### src/rtl/mmcs_pkg.sv
// shared types and constants for the min/max contrast stretch block
package mmcs_pkg;

   localparam int unsigned PIX_W    = 8;
   localparam int unsigned NUM_CHAN = 3;

   localparam logic [PIX_W-1:0] LEVEL_TOP    = 8'd255;
   localparam logic [PIX_W-1:0] LEVEL_BOTTOM = 8'd0;

   // request kinds carried on req_type
   typedef enum logic {
      REQ_SCAN  = 1'b0,
      REQ_APPLY = 1'b1
   } req_kind_type;

   typedef logic [PIX_W-1:0] level_type;

   // one queued apply request with the range snapshot it must use
   typedef struct packed {
      logic                          color;
      level_type [NUM_CHAN-1:0]      chan;
      level_type                     lo;
      level_type                     hi;
   } apply_entry_type;

   typedef struct packed {
      logic            push;
      apply_entry_type entry;
   } push_type;

   typedef struct packed {
      logic            valid;
      apply_entry_type entry;
   } head_type;

endpackage

### src/rtl/mmcs_front.sv
// front end: accepts requests, tracks the frame range, queues apply requests
module mmcs_front import mmcs_pkg::*; (
   input  logic      clock,
   input  logic      reset,
   input  logic      color_mode,
   input  logic      req_valid,
   output logic      req_stall,
   input  logic      req_type,
   input  logic      req_frame_start,
   input  level_type req_chan0,
   input  level_type req_chan1,
   input  level_type req_chan2,
   input  logic      queue_full,
   output push_type  push_o
);

   level_type min_ff, min_in;
   level_type max_ff, max_in;
   logic      accept;
   logic      is_apply;
   level_type lo_base, hi_base;
   level_type lo_a, hi_a, lo_b, hi_b, lo_c, hi_c;

   assign req_stall = queue_full;
   assign accept    = req_valid && !queue_full;
   assign is_apply  = (req_type == REQ_APPLY);

   always_comb begin
      lo_base = req_frame_start ? LEVEL_TOP : min_ff;
      hi_base = req_frame_start ? LEVEL_BOTTOM : max_ff;
      lo_a = (req_chan0 < lo_base) ? req_chan0 : lo_base;
      hi_a = (req_chan0 > hi_base) ? req_chan0 : hi_base;
      lo_b = (req_chan1 < lo_a) ? req_chan1 : lo_a;
      hi_b = (req_chan1 > hi_a) ? req_chan1 : hi_a;
      lo_c = (req_chan2 < lo_b) ? req_chan2 : lo_b;
      hi_c = (req_chan2 > hi_b) ? req_chan2 : hi_b;
      min_in = min_ff;
      max_in = max_ff;
      if (accept && !is_apply) begin
         min_in = color_mode ? lo_c : lo_a;
         max_in = color_mode ? hi_c : hi_a;
      end
   end

   always_comb begin
      push_o.push          = accept && is_apply;
      push_o.entry.color   = color_mode;
      push_o.entry.chan[0] = req_chan0;
      push_o.entry.chan[1] = req_chan1;
      push_o.entry.chan[2] = req_chan2;
      push_o.entry.lo      = min_ff;
      push_o.entry.hi      = max_ff;
   end

   always_ff @(posedge clock) begin
      if (reset) begin
         min_ff <= LEVEL_TOP;
         max_ff <= LEVEL_BOTTOM;
      end else begin
         min_ff <= min_in;
         max_ff <= max_in;
      end
   end

   // a scan always folds at least one level, so the range is ordered after it
   assert property (@(posedge clock) disable iff (reset)
      (accept && !is_apply) |=> (min_ff <= max_ff))
      else $error("range out of order after scan");

endmodule

### src/rtl/mmcs_queue.sv
// small register queue of apply requests between front and back
module mmcs_queue import mmcs_pkg::*; #(
   parameter int unsigned DEPTH = 4
) (
   input  logic     clock,
   input  logic     reset,
   input  push_type push_i,
   input  logic     pop_i,
   output logic     full_o,
   output head_type head_o
);

   localparam int unsigned PTR_W = (DEPTH > 1) ? $clog2(DEPTH) : 1;
   localparam int unsigned CNT_W = $clog2(DEPTH + 1);

   apply_entry_type [DEPTH-1:0] entry_ff;
   logic [PTR_W-1:0] head_ff, head_in;
   logic [PTR_W-1:0] tail_ff, tail_in;
   logic [CNT_W-1:0] count_ff, count_in;

   function automatic logic [PTR_W-1:0] next_ptr(input logic [PTR_W-1:0] p);
      if (p == PTR_W'(DEPTH - 1)) next_ptr = '0;
      else                        next_ptr = p + 1'b1;
   endfunction

   assign full_o       = (count_ff == CNT_W'(DEPTH));
   assign head_o.valid = (count_ff != '0);
   assign head_o.entry = entry_ff[head_ff];

   always_comb begin
      head_in  = pop_i ? next_ptr(head_ff) : head_ff;
      tail_in  = push_i.push ? next_ptr(tail_ff) : tail_ff;
      count_in = count_ff;
      if (push_i.push && !pop_i) count_in = count_ff + 1'b1;
      if (!push_i.push && pop_i) count_in = count_ff - 1'b1;
   end

   always_ff @(posedge clock) begin
      if (push_i.push) begin
         entry_ff[tail_ff] <= push_i.entry;
      end
      if (reset) begin
         head_ff  <= '0;
         tail_ff  <= '0;
         count_ff <= '0;
      end else begin
         head_ff  <= head_in;
         tail_ff  <= tail_in;
         count_ff <= count_in;
      end
   end

   assert property (@(posedge clock) disable iff (reset) push_i.push |-> !full_o)
      else $error("push into full queue");

   assert property (@(posedge clock) disable iff (reset) pop_i |-> head_o.valid)
      else $error("pop from empty queue");

endmodule

### src/rtl/mmcs_back.sv
// back end: per-channel radix-2 divide, rounding and result register
module mmcs_back import mmcs_pkg::*; (
   input  logic      clock,
   input  logic      reset,
   input  head_type  head_i,
   output logic      pop_o,
   output logic      rsp_valid,
   input  logic      rsp_stall,
   output level_type rsp_out0,
   output level_type rsp_out1,
   output level_type rsp_out2
);

   localparam int unsigned NUM_W  = 2 * PIX_W;
   localparam int unsigned DSH_W  = 2 * PIX_W - 1;
   localparam int unsigned STEP_W = $clog2(PIX_W);

   typedef enum logic [1:0] {
      IDLE,
      DIVIDE,
      DRAIN
   } state_type;

   typedef struct packed {
      logic             zero;
      logic             sat;
      logic [NUM_W-1:0] num;
   } lane_setup_type;

   state_type                            state_ff, state_in;
   logic [STEP_W-1:0]                    step_ff, step_in;
   level_type                            den_ff, den_in;
   logic [DSH_W-1:0]                     dsh_ff, dsh_in;
   logic                                 color_ff, color_in;
   logic [NUM_CHAN-1:0]                  zero_ff, zero_in;
   logic [NUM_CHAN-1:0]                  sat_ff, sat_in;
   logic [NUM_CHAN-1:0][NUM_W-1:0]       rem_ff, rem_in;
   logic [NUM_CHAN-1:0][PIX_W-1:0]       quo_ff, quo_in;
   logic                                 rsp_valid_ff, rsp_valid_in;
   level_type [NUM_CHAN-1:0]             out_ff, out_in;

   lane_setup_type [NUM_CHAN-1:0]        setup;
   level_type                            den_abs;
   level_type [NUM_CHAN-1:0]             final_lvl;

   // den is |hi - lo|, shared by all lanes
   function automatic level_type range_abs(input level_type lo, input level_type hi);
      logic [PIX_W:0] d;
      d = {1'b0, hi} - {1'b0, lo};
      if (d[PIX_W]) d = -d;
      range_abs = d[PIX_W-1:0];
   endfunction

   // numerator 255*(p-lo), sign folded by the sign of the range
   function automatic lane_setup_type lane_setup(input level_type p, input level_type lo,
                                                 input level_type hi);
      logic [PIX_W:0]   d;
      logic [PIX_W:0]   diff;
      logic             pos;
      level_type        den;
      lane_setup_type   s;
      d    = {1'b0, hi} - {1'b0, lo};
      diff = {1'b0, p} - {1'b0, lo};
      if (d[PIX_W]) begin
         d    = -d;
         diff = -diff;
      end
      den    = d[PIX_W-1:0];
      pos    = !diff[PIX_W] && (diff != '0);
      s.num  = {diff[PIX_W-1:0], {PIX_W{1'b0}}} - {{PIX_W{1'b0}}, diff[PIX_W-1:0]};
      s.zero = (den == '0) || !pos;
      s.sat  = (s.num[NUM_W-1:PIX_W] >= den);
      lane_setup = s;
   endfunction

   assign den_abs = range_abs(head_i.entry.lo, head_i.entry.hi);

   always_comb begin
      for (int i = 0; i < NUM_CHAN; i++) begin
         setup[i] = lane_setup(head_i.entry.chan[i], head_i.entry.lo, head_i.entry.hi);
      end
   end

   // round half to even on the remainder, then zero or saturate
   always_comb begin
      logic [PIX_W:0] twice_r;
      logic           inc;
      logic [PIX_W:0] q9;
      for (int i = 0; i < NUM_CHAN; i++) begin
         twice_r = {rem_ff[i][PIX_W-1:0], 1'b0};
         inc     = (twice_r > {1'b0, den_ff}) ||
                   ((twice_r == {1'b0, den_ff}) && quo_ff[i][0]);
         q9      = {1'b0, quo_ff[i]} + {{PIX_W{1'b0}}, inc};
         if (zero_ff[i] || (i != 0 && !color_ff)) final_lvl[i] = LEVEL_BOTTOM;
         else if (sat_ff[i] || q9[PIX_W])         final_lvl[i] = LEVEL_TOP;
         else                                     final_lvl[i] = q9[PIX_W-1:0];
      end
   end

   always_comb begin
      state_in     = state_ff;
      step_in      = step_ff;
      den_in       = den_ff;
      dsh_in       = dsh_ff;
      color_in     = color_ff;
      zero_in      = zero_ff;
      sat_in       = sat_ff;
      rem_in       = rem_ff;
      quo_in       = quo_ff;
      out_in       = out_ff;
      rsp_valid_in = rsp_valid_ff && rsp_stall;
      pop_o        = 1'b0;
      case (state_ff)
         IDLE: begin
            if (head_i.valid) begin
               pop_o    = 1'b1;
               den_in   = den_abs;
               dsh_in   = {den_abs, {(PIX_W-1){1'b0}}};
               color_in = head_i.entry.color;
               step_in  = STEP_W'(PIX_W - 1);
               for (int i = 0; i < NUM_CHAN; i++) begin
                  zero_in[i] = setup[i].zero;
                  sat_in[i]  = setup[i].sat;
                  rem_in[i]  = setup[i].num;
                  quo_in[i]  = '0;
               end
               state_in = DIVIDE;
            end
         end
         DIVIDE: begin
            for (int i = 0; i < NUM_CHAN; i++) begin
               if (rem_ff[i] >= {1'b0, dsh_ff}) begin
                  rem_in[i] = rem_ff[i] - {1'b0, dsh_ff};
                  quo_in[i] = {quo_ff[i][PIX_W-2:0], 1'b1};
               end else begin
                  quo_in[i] = {quo_ff[i][PIX_W-2:0], 1'b0};
               end
            end
            dsh_in = dsh_ff >> 1;
            if (step_ff == '0) state_in = DRAIN;
            else               step_in  = step_ff - 1'b1;
         end
         DRAIN: begin
            if (!rsp_valid_ff || !rsp_stall) begin
               out_in       = final_lvl;
               rsp_valid_in = 1'b1;
               state_in     = IDLE;
            end
         end
         default: begin
            state_in = IDLE;
         end
      endcase
   end

   always_ff @(posedge clock) begin
      step_ff  <= step_in;
      den_ff   <= den_in;
      dsh_ff   <= dsh_in;
      color_ff <= color_in;
      zero_ff  <= zero_in;
      sat_ff   <= sat_in;
      rem_ff   <= rem_in;
      quo_ff   <= quo_in;
      out_ff   <= out_in;
      if (reset) begin
         state_ff     <= IDLE;
         rsp_valid_ff <= 1'b0;
      end else begin
         state_ff     <= state_in;
         rsp_valid_ff <= rsp_valid_in;
      end
   end

   assign rsp_valid = rsp_valid_ff;
   assign rsp_out0  = out_ff[0];
   assign rsp_out1  = out_ff[1];
   assign rsp_out2  = out_ff[2];

   assert property (@(posedge clock) disable iff (reset) pop_o |=> (state_ff == DIVIDE))
      else $error("popped request did not start a divide");

endmodule

### src/rtl/min_max_contrast_stretch_top.sv
// min/max contrast stretch: top level with front, queue, back and config register
// Two-pass contrast stretch. Scan requests (req_type 0) fold the pixel into one
// running min/max (channel 0 only in grey mode, all three in color mode);
// req_frame_start on a scan restarts the range at this pixel. Apply requests
// (req_type 1) give one response per request: each used channel becomes
// round(255*(p-min)/(max-min)) with ties to even, clamped to 0..255, and 0 for a
// flat range or an unused channel. Scan requests are accepted every clock while
// the apply queue has room. An apply request snapshots the range on entry, then
// passes a load, 8 steps of the shared-divisor radix-2 divider, and a round that
// registers the response once the response register is free; only then is the
// next apply taken. The queue of QUEUE_DEPTH applies lets the scan front run ahead
// meanwhile. csr_color_mode must be written only while the block is idle; the
// block itself does not enforce this. csr_ready is always high.
module min_max_contrast_stretch_top import mmcs_pkg::*; #(
   parameter int unsigned QUEUE_DEPTH = 4
) (
   input  logic      clock,
   input  logic      reset,
   // request channel
   input  logic      req_valid,
   output logic      req_stall,
   input  logic      req_type,
   input  logic      req_frame_start,
   input  level_type req_chan0,
   input  level_type req_chan1,
   input  level_type req_chan2,
   // response channel
   output logic      rsp_valid,
   input  logic      rsp_stall,
   output level_type rsp_out0,
   output level_type rsp_out1,
   output level_type rsp_out2,
   // config write
   input  logic      csr_valid,
   output logic      csr_ready,
   input  logic      csr_color_mode
);

   logic     color_mode_ff, color_mode_in;
   push_type push;
   head_type head;
   logic     queue_full;
   logic     pop;

   // config register, always ready
   assign csr_ready     = 1'b1;
   assign color_mode_in = (csr_valid && csr_ready) ? csr_color_mode : color_mode_ff;

   always_ff @(posedge clock) begin
      if (reset) begin
         color_mode_ff <= 1'b0;
      end else begin
         color_mode_ff <= color_mode_in;
      end
   end

   // front: range tracking and apply snapshot
   mmcs_front u_front (
      .clock           (clock),
      .reset           (reset),
      .color_mode      (color_mode_ff),
      .req_valid       (req_valid),
      .req_stall       (req_stall),
      .req_type        (req_type),
      .req_frame_start (req_frame_start),
      .req_chan0       (req_chan0),
      .req_chan1       (req_chan1),
      .req_chan2       (req_chan2),
      .queue_full      (queue_full),
      .push_o          (push)
   );

   // queue of pending apply requests
   mmcs_queue #(
      .DEPTH (QUEUE_DEPTH)
   ) u_queue (
      .clock  (clock),
      .reset  (reset),
      .push_i (push),
      .pop_i  (pop),
      .full_o (queue_full),
      .head_o (head)
   );

   // back: divide, round, response register
   mmcs_back u_back (
      .clock     (clock),
      .reset     (reset),
      .head_i    (head),
      .pop_o     (pop),
      .rsp_valid (rsp_valid),
      .rsp_stall (rsp_stall),
      .rsp_out0  (rsp_out0),
      .rsp_out1  (rsp_out1),
      .rsp_out2  (rsp_out2)
   );

endmodule
### config.mk
export PLATFORM = sky130hd
export DESIGN_NAME = min_max_contrast_stretch_top
export DESIGN_NICKNAME = d
export VERILOG_FILES = /design/src/rtl/mmcs_pkg.sv /design/src/rtl/mmcs_front.sv /design/src/rtl/mmcs_queue.sv /design/src/rtl/mmcs_back.sv /design/src/rtl/min_max_contrast_stretch_top.sv
export SDC_FILE = /design/constraint.sdc
export NUM_CORES = 1
export LEC_CHECK = 0
export BUFFER_PORTS_ARGS = -buffer_cell sky130_fd_sc_hd__buf_2
export CORE_UTILIZATION = 40
export CTS_CLUSTER_DIAMETER = 150
export DETAILED_ROUTE_END_ITERATION = 12
export MAX_ROUTING_LAYER = met4
export PLACE_DENSITY = 0.67
export RECOVER_POWER = 50
export SYNTH_ARGS = -nofsm -noshare
export SYNTH_HDL_FRONTEND = slang
export SYNTH_HIERARCHICAL = 1
export SYNTH_SLANG_ARGS = --single-unit
### constraint.sdc
create_clock -name clock -period 5.4 [get_ports clock]
set_clock_uncertainty 0.1 [all_clocks]
set_input_delay 0 -clock clock [delete_from_list [all_inputs] [get_ports clock]]
set_output_delay 0 -clock clock [all_outputs]
set_load 0.01 [all_outputs]
## Yosys cells after proc, flatten, opt, wreduce, memory -nomap -nowiden

Cells that the tools add are included.

- Magnitude comparators: 18
- Add/subtract/negate cells: 22
- Multiplexer cells: 49
- Reduce and logical (&&, ||, !) cells: 55
- Equality and inequality tests: 15

Operator list:

| cell | number |
|---|---|
| bitwise mux 164 bit | 1 |
| two-way mux 8 bit | 14 |
| one-hot mux 48 bit (2 select lines) | 1 |
| binary-select mux 41 bit (select 2 bit) | 1 |
| demux 41 bit (select 2 bit) | 1 |
| two-way mux 41 bit | 2 |
| >= comparator 16 x 15 -> 1 bit | 3 |
| two-way mux 16 bit | 3 |
| two-way mux 48 bit | 1 |
| one-hot mux 24 bit (2 select lines) | 1 |
| subtractor 16 x 15 -> 16 bit | 3 |
| subtractor 16 x 8 -> 16 bit | 3 |
| subtractor 8 x 8 -> 9 bit | 4 |
| one-hot mux 15 bit (2 select lines) | 1 |
| adder 8 x 1 -> 9 bit | 3 |
| equality test 9 x 8 -> 1 bit | 3 |
| greater-than comparator 9 x 8 -> 1 bit | 3 |
| two-way mux 9 bit | 3 |
| negation 9 bit | 3 |
| nonzero test 9 bit | 3 |
| >= comparator 8 bit | 3 |
| greater-than comparator 8 bit | 3 |
| less-than comparator 8 bit | 3 |
| two-way mux 24 bit | 1 |
| other kinds (27) | 92 |

- Input port bits: 32
- Bits in registers: 320
- Output and inout port bits: 27
- Logic and storage cells: 206

## Longest topological paths before layout

Gate-level depths: netlist of the first run.

- Depth after elaboration: 9
- Gate-level depth with buffers: 30
- Gate-level depth less buffers: 28

## Cells and area by module

Netlist of the first run, hierarchy kept.

By module, submodules not included:

| module | cells an instance | instances | seq. area each (µm²) | area an instance (µm²) |
|---|---|---|---|---|
| mmcs_back | 1,272 | 1 | 3,933.8 | 11,917.7 |
| mmcs_queue | 260 | 1 | 5,064.9 | 6,381.1 |
| mmcs_front | 363 | 1 | 320.3 | 2,871.5 |
| min_max_contrast_stretch_top | 5 | 1 | 20.0 | 45.0 |

## Least setup slack after synthesis of the first run

No wires, ideal clock.

- Kind: register -> register
- From: register u_queue.head_ff[0]
- To: register u_back.sat_ff[1] (data pin)
- Setup time: 0.257 ns
- Required time: 5.043 ns
- Buffers on the path: 5
- Arrival: 5.191 ns
- Cell stages (with the launch flop): 29
- Clock period less this slack: 5.548 ns
- Slack: -0.148 ns
- Cells stage by stage: dfxtp_1 > buf_6 > buf_12 > mux4_2 > inv_1 > ha_1 > inv_1 > fa_1 > a211oi_2 > o211ai_1 > nand2_1 > buf_2 > buf_2 > buf_2 > nor2_1 > a21oi_1 > ha_1 > and4_1 > xnor2_1 > ha_1 > nand2b_1 > a21o_1 > a21o_1 > a21o_1 > a21o_1 > a21oi_1 > nor2b_1 > o21ai_0 > nand2b_1

RTL lines:

| element | RTL line | text |
|---|---|---|
| start: declaration | mmcs_queue.sv:17 | `logic [PTR_W-1:0] head_ff, head_in;` |
| start signal: assignment | mmcs_queue.sv:47 | `head_ff <= head_in;` |
| end signal: assignment | mmcs_back.sv:162 | `sat_ff <= sat_in;` |
| end: declaration | mmcs_back.sv:36 | `logic [NUM_CHAN-1:0] sat_ff, sat_in;` |

==> results of run 1 <==
==> per-layer routing <==
| metal | vias up | part of all wire | track usage |
|---|---|---|---|
| met5 | - | 0 | - |
| met4 | 0 | 0.041 | 0.0884 |
| met3 | 125 | 0.047 | 0.0219 |
| met2 | 463 | 0.48 | 0.327 |
| met1 | 7534 | 0.43 | 0.249 |
| li1 | 7527 | - | - |
==> per-stage QoR <==
stage | TNS, ns | hold WS [ns] | setup WS [ns]
5_1_grt | -0.977 | 0.299 | -0.125
3_3_place_gp | -0.120 | 0.140 | -0.0388
6_report | 0 | 0.233 | 0.207
4_1_cts | 0 | 0.192 | 0.000106
2_1_floorplan | -0.0138 | -0.0309 | -0.0138
3_5_place_dp | -1.27 | 0.151 | -0.152
==> registers in the layout, summed over array words and instances, names as in the netlist, 15 cells and up <==
name and cells:
u_queue/entry_ff 164, u_back/rem_ff 48, u_back/quo_ff 24, u_back/dsh_ff 15
==> path summary, 6_finish.rpt <==
check | from | endpoint | depth (start not counted)
setup / recovery | u_queue/head_ff[0] | u_back/sat_ff[0] | 26
hold / removal | req_frame_start | u_front/max_ff[3] | 5
setup reg to reg | u_queue/head_ff[0] | u_back/sat_ff[0] | 26
hold reg to reg | u_back/state_ff[1] | u_back/state_ff[0] | 1
==> layout make-up <==
| cell class | instances | area (um2) | share of cell area |
|---|---|---|---|
| Clock buffer | 54 | 1060 | 0.0423 |
| Clock inverter | 12 | 133 | 0.00529 |
| Inverter | 127 | 484 | 0.0193 |
| Multi-Input combinational cell | 1379 | 11500 | 0.457 |
| Sequential cell | 320 | 9350 | 0.373 |
| Tap cell | 688 | 861 | 0.0343 |
| Timing Repair Buffer | 239 | 1730 | 0.0688 |
==> placed cells by master, fill, tap and decap left out, types with 44 or more instances in the layout <==
| cell type | count |
|---|---|
| edfxtp_1 | 293 |
| ha_1 | 177 |
| a21oi_1 | 132 |
| buf_4 | 123 |
| nor2_1 | 116 |
| inv_1 | 116 |
| clkbuf_1 | 75 |
| o21ai_0 | 75 |
| nand2_1 | 72 |
| xnor2_1 | 68 |
| xor2_1 | 44 |
==> worst max-delay path, delay by kind of cell, from the launching register on <==
kind | cells | cell delay [ns]
flops | 1 | 0.40
compound gates | 8 | 1.47
fa+ha+maj | 3 | 0.76
mux | 1 | 0.48
xor+xnor | 3 | 0.63
simple gates | 5 | 0.46
buf+inv | 6 | 0.63
==> kinds of logic (layout without fill, tap and decap cells) <==
group | count (synthesis) | after routing | synth area share
compound gates | 481 | 484 | 0.153
xor+xnor | 126 | 126 | 0.0541
fa+ha+maj | 198 | 198 | 0.120
buf+inv | 205 | 432 | 0.0462
flops | 320 | 320 | 0.440
mux | 85 | 85 | 0.0665
other cells | 1 | 1 | 0.000177
simple gates | 484 | 485 | 0.120
==> repair_timing <==
action                                  CTS  global route
endpoints found under the setup margin   19            19
setup buffers                             5            33
gates resized for setup                  11           122
pin swaps                                 6            46
hold endpoints to repair                147             0
gates cloned                              0             4
hold buffers                             32             0
==> impl_results.md, run 1 <==
- Outcome: finished, violations left
- Violated checks: capacitance limit, slew limit
- Clock period minus worst slack: 5.19 ns
- Initial DRC count: 873
- Starting Density: 0.405
- Top cells by count, synth: edfxtp_1 (293), ha_1 (190), a21oi_1 (151)
- Synth area leaders: edfxtp_1 (41%), ha_1 (11%), mux4_2 (4.0%)
- Vias: roughly 16000
- Final period utilization: 0.962
- Pin count of the biggest net entering global routing: 69
- H-tree lvl count: 2
- Number of placed cells counting well taps: between 2000 and 3000
- Post-Synthesis Mean Instance Area: 11.2 um2
- Fraction of layout cells with a size suffix above 1: 0.201
- Top flip-flop cell by instance count after synthesis: edfxtp_1
- Per-cell via count in the routed design: about 5.6
- Top cell type's share of synthesized area: 0.415
- Count of fill cells added during filler insertion: 4668
- Post-synth design cell area: roughly 0.021 mm2
- Routability Congestion: 0.928
- CTS root buffer: clkbuf_16
- Synthesized net count: 2130
- Layout overhead on the synthesized area: 18.1%
- Total wirelength of the detailed-routed design: between 50000 and 60000 um
- Reg2Reg Setup Slack: approximately 0.21 ns
- Floorplan Core Area: between 0.05 and 0.06 mm2
- Buffers added on ports: 57
- Cells after Synth: 1900
- Required @ worst endpoint: 5.57 ns
- Count of maximum capacitance violations: 3
- TritonCTS clock tree: yes
- Final core area utilization: 0.478
- Number of cells in the finished layout apart from fillers: 2819
- Post-route cell area: 0.0251 mm2
- Number of buffers created by CTS: 37
- Distinct cell type count of the synthesized netlist: 101
- Antenna diode count: 0
- Kind of start point of the critical path: flip-flop
- Register area share after synthesis: 0.440
- Critical path data arrival time: roughly 5.4 ns
- Most area-hungry cell type in the Yosys netlist: edfxtp_1
- DP HPWL: 39500 um
- Average wire per standard cell: ~19 um
- Largest buffer count on any clock path: 3
- Total global-route track usage: 0.200
- Startpoint-to-endpoint class of the critical path: reg -> reg
- Most Frequent Cell on Critical Path: a21o_1
- Die outline height: 232 um
- Wire length of the first global-routing pass: 82200 um
- Number of nets at the end of the flow: 2334
- Setup Viol. Count Final: 0
- Largest fanout of any net on the critical path: 6
- Top-level port count: 59
- DRC: 0
- Number of nets with antenna violations after detailed routing: 0
- Number of synthesis warnings: 6
- Clock net sink count: between 300 and 400
- Worst-path clk slew: 0.06 ns
- Hold Fails Final Rpt: 0
- Remaining global-route overflow: 0
- Die W: around 230 um
- Clock network latency to the later pin of the worst-skew pair: between 0.5 and 0.6 ns
- Count of state elements after synthesis: 320
- Max incr delay on CP: 0.48 ns
- Vias in the first global route: roughly 15000
- EDFF count, synth: 293
- Standard-cell row count: between 80 and 90
- Min-Delay Path Class: in -> reg
- CP endpoint kind: flip-flop
- Achievable frequency: around 0.19 GHz
- Worst-case headroom to the max-slew limit: -1.00
- Area post-placement: 0.0228 mm2
- DR pass1 iterations: 5
- Max-slew violation count: approximately 140
- Slowest stage cell, crit path: mux4_2
- Synth async-reset ratio: 0
- Antenna violations before repair: 0
- Count leader, synth: edfxtp_1
- Pin slew with the least headroom to its limit: 3.00 ns
- Die outline area: 0.0540 mm2
Power of run 1 is not shown: default switching activity piles up to over one toggle a cycle in this logic, so the estimate is an artifact.
==> inputs of run 2 (changes only) <==
--- a/config.mk
+++ b/config.mk
@@ -6,11 +6,11 @@
 export NUM_CORES = 1
 export LEC_CHECK = 0
 export BUFFER_PORTS_ARGS = -buffer_cell sky130_fd_sc_hd__buf_2
-export CORE_UTILIZATION = 40
+export CORE_UTILIZATION = 25
 export CTS_CLUSTER_DIAMETER = 150
 export DETAILED_ROUTE_END_ITERATION = 12
 export MAX_ROUTING_LAYER = met4
-export PLACE_DENSITY = 0.67
+export PLACE_DENSITY = 0.5
 export RECOVER_POWER = 50
 export SYNTH_ARGS = -nofsm -noshare
 export SYNTH_HDL_FRONTEND = slang
==> run 2 against run 1 <==
- the run still ends with capacitance limit, slew limit left
- wire length grew 7.4%
- non-clock buffer count up 40
- setup slack lost 0.041 ns
- sequential cell count unchanged
- via count fell by 1.4%
- sequential share of layout area decreased by 1.3 points
- clock-buffer cell count fell by 13
- die area grew 59%
- hold slack got worse by 0.0071 ns
- register-to-register slack got worse by 0.04 ns
- final cell count increased by 17%
==> impl_results.md, run 2 (same netlist as run 1, synthesis figures left out) <==
- Pin count of the biggest net entering global routing: 66 (-4.3%)
- Pin slew with the least headroom to its limit: 3.29 ns (+0.285 ns)
- DR pass1 iterations: 5 (unchanged)
- Die W: 293 um (+26%)
- DRC: 0 (unchanged)
- Hold Fails Final Rpt: 0 (unchanged)
- Initial DRC count: 798 (-8.6%)
- Required @ worst endpoint: 5.60 ns (+0.03 ns)
- Number of nets at the end of the flow: 2372 (+1.6%)
- Die outline height: 293 um (+26%)
- Clock network latency to the later pin of the worst-skew pair: 0.55 ns (+0.02 ns)
- Total wirelength of the detailed-routed design: 57500 um (+7.4%)
- Top-level port count: 59 (unchanged)
- Average wire per standard cell: 17.4 um (-8.3%)
- Number of nets with antenna violations after detailed routing: 0 (unchanged)
- RSZ-0062 raised after global routing: true
- Antenna violations before repair: 0 (unchanged)
- Floorplan Core Area: 0.0838 mm2 (+60%)
- Highest-count cells in the layout ignoring fill and taps: edfxtp_1 (293), ha_1 (177), buf_4 (150)
- Crit path buffers/inverters: 4 (-2)
- Number of buffers created by CTS: 36 (-2.7%)
- Per-cell via count in the routed design: 4.67 (-16%)
- Buffers added on ports: 57 (unchanged)
- Layout overhead on the synthesized area: 22.5%
- Clock period minus worst slack: 5.23 ns (+0.0414 ns)
- Setup Viol. Count Final: 0 (unchanged)
- TritonCTS clock tree: yes
- Starting Density: 0.253 (-0.151)
- H-tree lvl count: 2 (unchanged)
- Total global-route track usage: 0.135 (-0.0651)
- Most Frequent Cell on Critical Path: a21o_1
- Largest register by flop count: u_queue/entry_ff
- Fraction of layout cells with a size suffix above 1: 0.217 (+0.0156)
- Standard-cell row count: 106 (+26%)
- Worst-path clk slew: 0.07 ns (about the same)
- Count of fill cells added during filler insertion: 8586 (+84%)
- Cell-by-cell listing of the critical path: buf_12, mux4_2, inv_2, ha_4, inv_2, fa_1, buf_4, xnor2_2, and3_2, a21oi_2, or3_4, a2111oi_4, a21boi_2, xnor2_2, ha_1, a21o_1, a21o_1, a21o_1, a21o_1, a21oi_2, nor2b_1, o21ai_1, nand2b_1
- Slowest stage cell, crit path: mux4_2
- Vias: 15400 (-1.4%)
- Largest buffer count on any clock path: 3 (unchanged)
- DP HPWL: 43000 um (+8.9%)
- Remaining global-route overflow: 0 (unchanged)
- Max incr delay on CP: 0.50 ns (+0.02 ns)
- Achievable frequency: 0.191 GHz (-0.79%)
- Critical path data arrival time: 5.43 ns (+0.07 ns)
- Min-Delay Path Class: in -> reg
- Max-slew violation count: 327 (+140%)
- Family with the most delay on the worst path: compound AO/OA/AOI/OAI gates
- Antenna diode count: 0 (unchanged)
- Worst hold slack across all endpoints: 0.226 ns (-0.00706 ns)
- Violated checks: capacitance limit, slew limit
- Die outline area: 0.0860 mm2 (+59%)
- Vias in the first global route: 15600 (+3.5%)
- Top flop regs: u_queue/entry_ff (164), u_back/rem_ff (48), u_back/quo_ff (24)
- Area of combinational cells with multiple inputs: 0.0116 mm2 (+0.94%)
- Most common library cell in the layout ignoring fill and taps: edfxtp_1
- Worst-case headroom to the max-slew limit: -1.19 (-0.190)
- Startpoint-to-endpoint class of the critical path: reg -> reg
- Sequential cell area in the final layout: 0.00935 mm2 (about the same)
- CP endpoint kind: flip-flop
- Wire length of the first global-routing pass: 87900 um (+6.9%)
- CTS root buffer: clkbuf_16
- Count of maximum capacitance violations: 7 (+4)
- Number of flip-flops in the largest register: 164 (unchanged)
- Outcome: finished, violations left
- Routability Congestion: 0.867 (-6.6%)
- Largest fanout of any net on the critical path: 6 (unchanged)
- Kind of start point of the critical path: flip-flop
- Clock net sink count: 320 (unchanged)
- Final period utilization: 0.969 (+0.00768)
==> run 2: timing repair <==
action                                  in CTS  in global routing
buffers inserted                             5                 33
hold buffers                                32                  0
cloned                                       0                  4
resized for setup                           11                149
endpoints found under the hold margin      146                  0
pin swaps                                    6                 80
endpoints found under the setup margin      17                 19
==> run 2: per-stage QoR <==
step,std cells,area [um2],setup WS [ns],setup TNS (ns),utilization
floorplan,1900,21200,-0.0138,-0.0138,-
global placement,3164,23600,-0.192,-1.31,0.282
detailed placement,3164,23600,-0.235,-1.78,0.282
CTS,3264,25200,0.0106,0,0.301
global route,3301,26000,-0.0997,-0.265,0.310
finish,3301,26000,0.166,0,0.310
==> run 2: path summary, 6_finish.rpt <==
kind	from	endpoint	cells after the start	slack, ns
hold reg to reg	u_queue/count_ff[2]	u_queue/count_ff[2]	2	0.41
setup / recovery	u_queue/head_ff[0]	u_back/sat_ff[1]	23	0.17
hold / removal	req_frame_start	u_front/min_ff[5]	5	0.23
setup reg to reg	u_queue/head_ff[0]	u_back/sat_ff[1]	23	0.17
==> run 2: layout make-up <==
type	instances	area share
Clock inverter	22	0.0102
Timing Repair Buffer	279	0.0764
Tap cell	1134	0.0546
Sequential cell	320	0.360
Clock buffer	41	0.0358
Multi-Input combinational cell	1378	0.445
Inverter	127	0.0188
==> run 2: layer usage <==
| layer | vias to the layer above | global-route usage | wire [um] |
|---|---|---|---|
| met3 | 86 | 0.0180 | 2220 |
| met4 | 0 | 0.0418 | 1460 |
| met1 | 7432 | 0.167 | 25900 |
| met5 | - | - | 0 |
| li1 | 7595 | - | - |
| met2 | 311 | 0.228 | 27900 |
==> run 2: tightest hold or removal path: cells and delay by family <==
kind	cells	cell delay, ns
buffers and inverters	1	0.32
and+or+nand+nor	1	0.20
muxes	1	0.18
AOI/OAI and AO/OA	2	0.14
Power of run 2 is left out for the same reason.
